--- config.mk ---
export PLATFORM = sky130hd
export DESIGN_NAME = sbc_sqrt
export DESIGN_NICKNAME = d
export VERILOG_FILES = /design/src/sv/sbc_pkg.sv /design/src/sv/sbc_sqrt.sv
export SDC_FILE = /design/constraint.sdc
export NUM_CORES = 2
export LEC_CHECK = 0
export ABC_AREA = 0
export BUFFER_PORTS_ARGS = -buffer_cell sky130_fd_sc_hd__buf_4
export CELL_PAD_IN_SITES_DETAIL_PLACEMENT = 0
export CELL_PAD_IN_SITES_GLOBAL_PLACEMENT = 1
export CORE_AREA = 2 2 495 497
export CTS_CLUSTER_DIAMETER = 40
export DETAILED_ROUTE_END_ITERATION = 6
export DIE_AREA = 0 0 497 499
export HOLD_SLACK_MARGIN = 0.12
export PLACE_DENSITY = 0.78
export SLEW_MARGIN = 20
export SYNTH_ARGS = -nofsm -noshare
export SYNTH_HDL_FRONTEND = slang
export SYNTH_SLANG_ARGS = --single-unit
--- constraint.sdc ---
create_clock -name i_clk -period 9.7 [get_ports i_clk]
set_input_delay 1.455 -clock i_clk [delete_from_list [all_inputs] [get_ports i_clk]]
set_output_delay 1.455 -clock i_clk [all_outputs]
set_load 0.03 [all_outputs]
--- src/sv/sbc_pkg.sv ---
`default_nettype none
package sbc_pkg;

    // Pipeline depths
    localparam int unsigned FRONT_LAT = 5;
    localparam int unsigned SQ_LAT    = 31;
    localparam int unsigned DIV_QB    = 31;
    localparam int unsigned DIV_LAT   = DIV_QB + 1;
    localparam int unsigned TOTAL_LAT = FRONT_LAT + SQ_LAT + DIV_LAT + 1;

    // Q2.14 unit normal components
    localparam logic signed [15:0] NORM_ONE = 16'sd16384;
    localparam logic signed [15:0] NORM_NEG = -16'sd16384;

    localparam logic [31:0]        DEPTH_MAX = 32'hFFFF_FFFF;
    localparam logic signed [34:0] COORD_MAX = 35'sd2147483647;
    localparam logic signed [34:0] COORD_MIN = -35'sd2147483648;

    // One sphere/box pair
    typedef struct packed {
        logic [2:0][31:0] c;
        logic [2:0][31:0] lo;
        logic [2:0][31:0] hi;
        logic [30:0]      r;
        logic             first;
    } t_item;

    // Data that rides alongside the root and the dividers
    typedef struct packed {
        logic [2:0][31:0] c;
        logic [2:0][31:0] cl;
        logic [2:0]       dneg;
        logic             first;
        logic             hit_out;
        logic             in_box;
        logic [2:0][31:0] in_con;
        logic [2:0][15:0] in_nrm;
        logic [31:0]      in_depth;
        logic             in_ovf;
        logic [30:0]      r;
    } t_side;

    typedef struct packed {
        t_side            side;
        logic [2:0][30:0] m;
        logic [2:0][61:0] mr;
    } t_seg_a;

    typedef struct packed {
        t_side       side;
        logic [31:0] odepth;
    } t_seg_b;

    function automatic logic f_out32(input logic signed [34:0] v);
        return (v > COORD_MAX) || (v < COORD_MIN);
    endfunction

    function automatic logic [31:0] f_sat32(input logic signed [34:0] v);
        if (v > COORD_MAX) begin
            return 32'h7FFF_FFFF;
        end else if (v < COORD_MIN) begin
            return 32'h8000_0000;
        end
        return v[31:0];
    endfunction

endpackage
`default_nettype wire

--- src/sv/sbc_sqrt.sv ---
`default_nettype none
module sbc_sqrt (
    input  logic                          i_clk,
    input  logic                          i_ce,
    input  logic [2*sbc_pkg::SQ_LAT-1:0]  i_rad,
    output logic [sbc_pkg::SQ_LAT-1:0]    o_root
);
    import sbc_pkg::*;

    logic [2*SQ_LAT-1:0] r_val  [0:SQ_LAT-1];
    logic [32:0]         r_rem  [0:SQ_LAT-1];
    logic [SQ_LAT-1:0]   r_root [0:SQ_LAT-1];

    // One root bit per stage, most significant pair first
    for (genvar j = 0; j < SQ_LAT; j++) begin : g_step
        localparam int P = SQ_LAT - 1 - j;
        logic [2*SQ_LAT-1:0] val_in;
        logic [32:0]         rem_in;
        logic [SQ_LAT-1:0]   root_in;
        logic [34:0]         cur;
        logic [34:0]         trial;

        if (j == 0) begin : g_first
            assign val_in  = i_rad;
            assign rem_in  = '0;
            assign root_in = '0;
        end else begin : g_next
            assign val_in  = r_val[j-1];
            assign rem_in  = r_rem[j-1];
            assign root_in = r_root[j-1];
        end

        assign cur   = {rem_in, val_in[2*P+1 -: 2]};
        assign trial = {2'b00, root_in, 2'b01};

        always_ff @(posedge i_clk) begin
            if (i_ce) begin
                r_val[j] <= val_in;
                if (cur >= trial) begin
                    r_rem[j]  <= 33'(cur - trial);
                    r_root[j] <= {root_in[SQ_LAT-2:0], 1'b1};
                end else begin
                    r_rem[j]  <= cur[32:0];
                    r_root[j] <= {root_in[SQ_LAT-2:0], 1'b0};
                end
            end
        end
    end

    assign o_root = r_root[SQ_LAT-1];

endmodule
`default_nettype wire

* Word-level counts from Yosys, hierarchy flattened
Memory sizes are Yosys's and may differ from the RTL's.
Cells that the tools add are included.
** Storage, ports and cells
- Bits in registers :: 0
- Memory bits (writable) :: 3906
- Output and inout port bits :: 31
- Word-level logic and storage cells :: 377
- Memories kept :: 3
** Memories
- r_val :: depth 31, width 62, rd ports 30, clocked after memory_dff 0, write ports 31, line sbc_sqrt.sv:10 : logic [2*SQ_LAT-1:0] r_val [0:SQ_LAT-1];
- r_rem :: depth 31, width 33, rd ports 30, clocked after memory_dff 0, write ports 31, line sbc_sqrt.sv:11 : logic [32:0] r_rem [0:SQ_LAT-1];
- r_root :: depth 31, width 31, rd ports 31, clocked after memory_dff 0, write ports 31, line sbc_sqrt.sv:12 : logic [SQ_LAT-1:0] r_root [0:SQ_LAT-1];
** Cells by class
- $add $sub $neg :: 31
- Magnitude comparators :: 31
- Muxes and demuxes :: 250
- Bitwise operators :: 62
** Operators by type and width (number)
- >= comparator 35 x 33 -> 1 bit :: 30
- two-way mux 33 bit :: 31
- subtractor 33 bit :: 30
- two-way mux 31 bit :: 31
- two-way mux 1 bit :: 188
- bitwise OR 1 bit :: 62
- subtractor 2 x 1 -> 3 bit, second input constant :: 1
- >= comparator 2 x 1 -> 1 bit, second input constant :: 1

* Depth between registers and ports, before layout
An unclocked memory read counts as a cell.
- Depth in word-level cells :: 6
- Gate-level depth with buffers :: 14

* Least setup slack after synthesis
Ideal clock, no wire load.
- Path kind :: input to register
- Start point :: input port i_ce
- End point :: memory r_rem[27][0], in the netlist r_rem[1][363], enable pin
- Arrival :: 3.898 ns
- Data required time :: 9.260 ns
- Setup slack :: 5.362 ns
- Stages :: 4
- Cell sequence :: clkbuf_1 -> clkbuf_1 -> clkbuf_1 -> clkbuf_1
** RTL lines
- start, declared :: line sbc_sqrt.sv:4 : input logic i_ce,
- end, declared :: line sbc_sqrt.sv:11

==> out/results.txt <==
The cell count after synthesis was 8,650; the accumulated negative setup slack was 0 ns. The detailed-route via count was 66,900; the y dimension of the die was 499 um. The logs give 0.640 for the sequential cell area fraction in the yosys report and 0.186 for the proportion of power drawn by combinational gates. The logs give 0.391 ns for the hold slack and 95 for the I/O pin count. The run gives 0 as the post-cts gate resize count.

The run gives 65,400 as the number of global-route vias before repair. The global-route wire length before repair was 360,000 um. Summed over all nets, the switching power comes to 0.00912 W.

Entering global routing, the biggest net connects 187 pins. TritonCTS built the clock tree. The tools report the total number of yosys warnings as 0. Hold repair after CTS inserted 0 buffers. The portion of total power attributed to sequential cells was 0.426. The post-detailed-route count of antenna-violating nets came out at 0. The final critical-path required period was 4.64 ns; the flop and latch count out of synthesis was 2,368.

The finished layout holds 12,400 standard cells, fillers aside. Using the TritonRoute via totals, the vias-per-cell ratio works out to 5.39. Detailed placement ended at an HPWL of 163,000 um.

The run finished with clean final reports. Arrival time of the worst setup path: 5.27 ns. The run gives 0 as the count of max-cap constraint violations.

The worst hold path begins at r_val[0][281]$_DFFE_PP_. The clock transition time at the flip-flop clock pins of the worst setup and hold paths came out at 0.06 ns. The full die area came out at 0.248 mm2. The logs give 0.0235 W for the internal power contribution and 0.92 ns for the clock latency on the worst-skew pair.

The root buffer cell chosen for the clock tree is clkbuf_16. The startpoint of the most critical register-to-register path was r_rem[1][344]$_DFFE_PP_. Routed wirelength normalized by instance count: 18.4 um. Among all flip-flop cells after synthesis, the most frequent one is edfxtp_1. Type of the tightest min-delay check: reg -> reg. The ratio of total power to cell area was 256 mW/mm2; the async set-or-reset flop fraction in the synthesized netlist was 0. Overall fraction of global-route tracks in use: 0.181. Kind of critical path: reg -> reg. Maximum fanout along the worst path: 48.

Post-CTS timing repair inserted 0 buffers for setup. The launching element type of the critical path is a flop. The run gives 0.0820 ns as the final worst clock skew.

The count of endpoints failing hold in the final timing report was 0; the transition time at the pin with the least slew margin was 1.12 ns. Setup repair after global routing left no endpoint under its margin. Once placement completed, the tool counted placed cells totaling 11,800.

The tools report the number of distinct library cell variants in the gate-level netlist after synthesis as 86. The count of TritonRoute iterations in the first routing pass was 6; the core area was 0.243 mm2. The net count of the finished layout is 9,528. The fraction of power consumed by the clock network is 0.388.

Summing internal, switching and leakage power gives 0.0326 W. For this block, the routed nets add up to 229,000 um of wire. The net count after synthesis was 9,243; the fraction of layout cells with a size suffix above 1 was 0.0977. The repair_antennas step left the layout with diodes totalling 0. The mapped netlist covers 0.111 mm2. The average cell area after synthesis works out to 12.8 um2. The logs give 0 for the initial antenna violation count and 4 for the number of buffers on the longest clock path. The tools report the source of the critical timing path as r_rem[1][344]$_DFFE_PP_. The quantity of I/O buffers inserted on ports came out at 94. In the routed design, unresolved DRC markers number 0. The logs give 48.4 nW for the total leakage power and 0.216 GHz for the fmax. For the worst setup path, the data required time is 10.34 ns. The largest voltage drop on the vdd net was 0.000167 V; the final critical-path share of the clock period was 0.478. The switching fraction of total power was 0.279. For the initial core utilization, the log shows 0.458. Compared with the post-synthesis result, the final layout area differs by 14.8%. The tools report the number of slew-limit violations in the final report as 0.

CTS saw 2,368 sinks. At the end of routability-driven placement, the weighted congestion stood at 0.912. For this run the aggregate overflow at the end of global routing stands at 0. The tools report the core occupancy in the finished layout as 0.525. The type of destination of the critical path is a flop. The first routing iteration left 5,221 violations. Row generation in the floorplan step produced 181 rows. The die span in x is 497 um, and the number of buffers created by CTS is 357. The number of setup violations in the final report was 0; the worst-case headroom to the max-slew limit was 0.231. The tools report the number of H-tree levels as 5.

The final-layout fill cell count is 20,100. In this run, synthesis inferred 2,367 flip-flops with an integrated enable.
cell type report:
class,instances,area [um2],share of cell area
well taps,3202,4010,0.0314
repair buffers,141,1170,0.00915
multi-input cells,5376,36600,0.287
clock inverters,248,2790,0.0219
clock buffers,391,9190,0.0721
flip-flops and latches,2368,71100,0.558
inverters,691,2590,0.0204
synth_stat cells, drive strengths merged (16+ instances only):
library cell  number  share of area
a211oi            45         0.0031
a21boi            24         0.0016
a21o             222          0.015
a21oi            470          0.021
a31oi             46         0.0026
and2              49         0.0028
and3              54         0.0030
and4              16         0.0013
buf               23        0.00098
clkbuf           192         0.0065
edfxtp          2367           0.64
ha               529          0.060
inv              688          0.023
mux2              78         0.0079
mux2i             17         0.0015
nand2            567          0.019
nand2b            94         0.0053
nand3            163         0.0073
nand3b            37         0.0025
nand4             88         0.0050
nand4b            24         0.0019
nor2             472          0.016
nor2b             68         0.0038
nor3             240          0.011
nor3b             18         0.0013
nor4             119         0.0068
nor4b             31         0.0024
o211ai            27         0.0018
o21a              95         0.0064
o21ai            515          0.023
o21bai            47         0.0032
o31a              17         0.0013
o31ai             43         0.0030
or2               70         0.0039
or3               92         0.0052
or4               63         0.0043
xnor2            380          0.030
xor2             387          0.031
flip-flops by register name (all words and copies together) (netlist names):
register  cells
r_root      496
r_rem       942
r_val       930
routing by layer:
layer	track usage	wire length, um	up-vias
met1	0.234	99300	32300
li1	-	-	32700
met2	0.311	113000	1448
met3	0.0256	8890	478
met5	0	0	-
met4	0.0640	7520	0
kinds of logic (layout without fill, tap and decap cells):
group / after synthesis / in the layout / share of synthesized area
flops: 2368 / 2368 / 0.640
compound gates: 1697 / 1697 / 0.0943
mux: 95 / 95 / 0.00944
buf+inv: 906 / 1471 / 0.0308
simple gates: 2288 / 2288 / 0.105
fa+ha+maj: 529 / 529 / 0.0596
xor+xnor: 767 / 767 / 0.0605
power groups by stage:
stage | clock, W | sequential [W] | combinational [W]
2_1_floorplan | 0 | 0.0136 | 0.00461
3_3_place_gp | 0 | 0.0141 | 0.00593
3_5_place_dp | 0 | 0.0141 | 0.00600
4_1_cts | 0.0130 | 0.0139 | 0.00605
5_1_grt | 0.0134 | 0.0140 | 0.00680
6_report | 0.0127 | 0.0139 | 0.00606
critical path, stage by stage, from the launching register on:
cell and delay, ns:
edfxtp_1 0.43, ha_1 0.45, nand4_1 0.18, nor3_1 0.43, nand4_1 0.35, nor4_1 0.95
a21oi_1 0.24, o31a_1 0.16, and2_1 0.21, buf_4 0.28, inv_1 0.29, mux2_2 0.37
final timing paths:
check,endpoint,slack (ns),cells after the start
worst max-delay path,r_rem[1][369]$_DFFE_PP_,5.06,11
worst min-delay path,r_val[0][343]$_DFFE_PP_,0.39,0
worst max register to register,r_rem[1][369]$_DFFE_PP_,5.06,11
worst min register to register,r_val[0][343]$_DFFE_PP_,0.39,0
layout by cell type, fill, tap and decap left out, types with 28 or more instances in the layout:
master	instances
o21bai_1	47
o21a_1	95
nand3b_1	37
nor4b_1	31
a211oi_1	44
a21oi_1	470
nand4_1	88
o31ai_1	42
inv_1	688
inv_6	45
a21o_1	222
nand2_1	567
and2_1	48
or3_1	92
clkinv_1	41
nand3_1	163
xnor2_1	380
buf_4	133
clkbuf_16	363
nor2_1	471
ha_1	529
or4_1	63
mux2_2	78
o21ai_0	513
nor4_1	116
bufinv_16	39
nand2b_1	94
clkinv_2	36
clkinvlp_4	35
or2_2	69
and3_1	54
a31oi_1	46
nor2b_1	68
xor2_1	387
nor3_1	233
edfxtp_1	2367
clkbuf_1	28
stage by stage:
stage	area, um2	worst slack, ns
floorplan	111000	5.36
detailed placement	115000	4.20
global route	127000	4.67
finish	127000	5.06
global placement	115000	4.34
CTS	127000	5.09
Note: power is estimated with default switching activity, not from simulation.
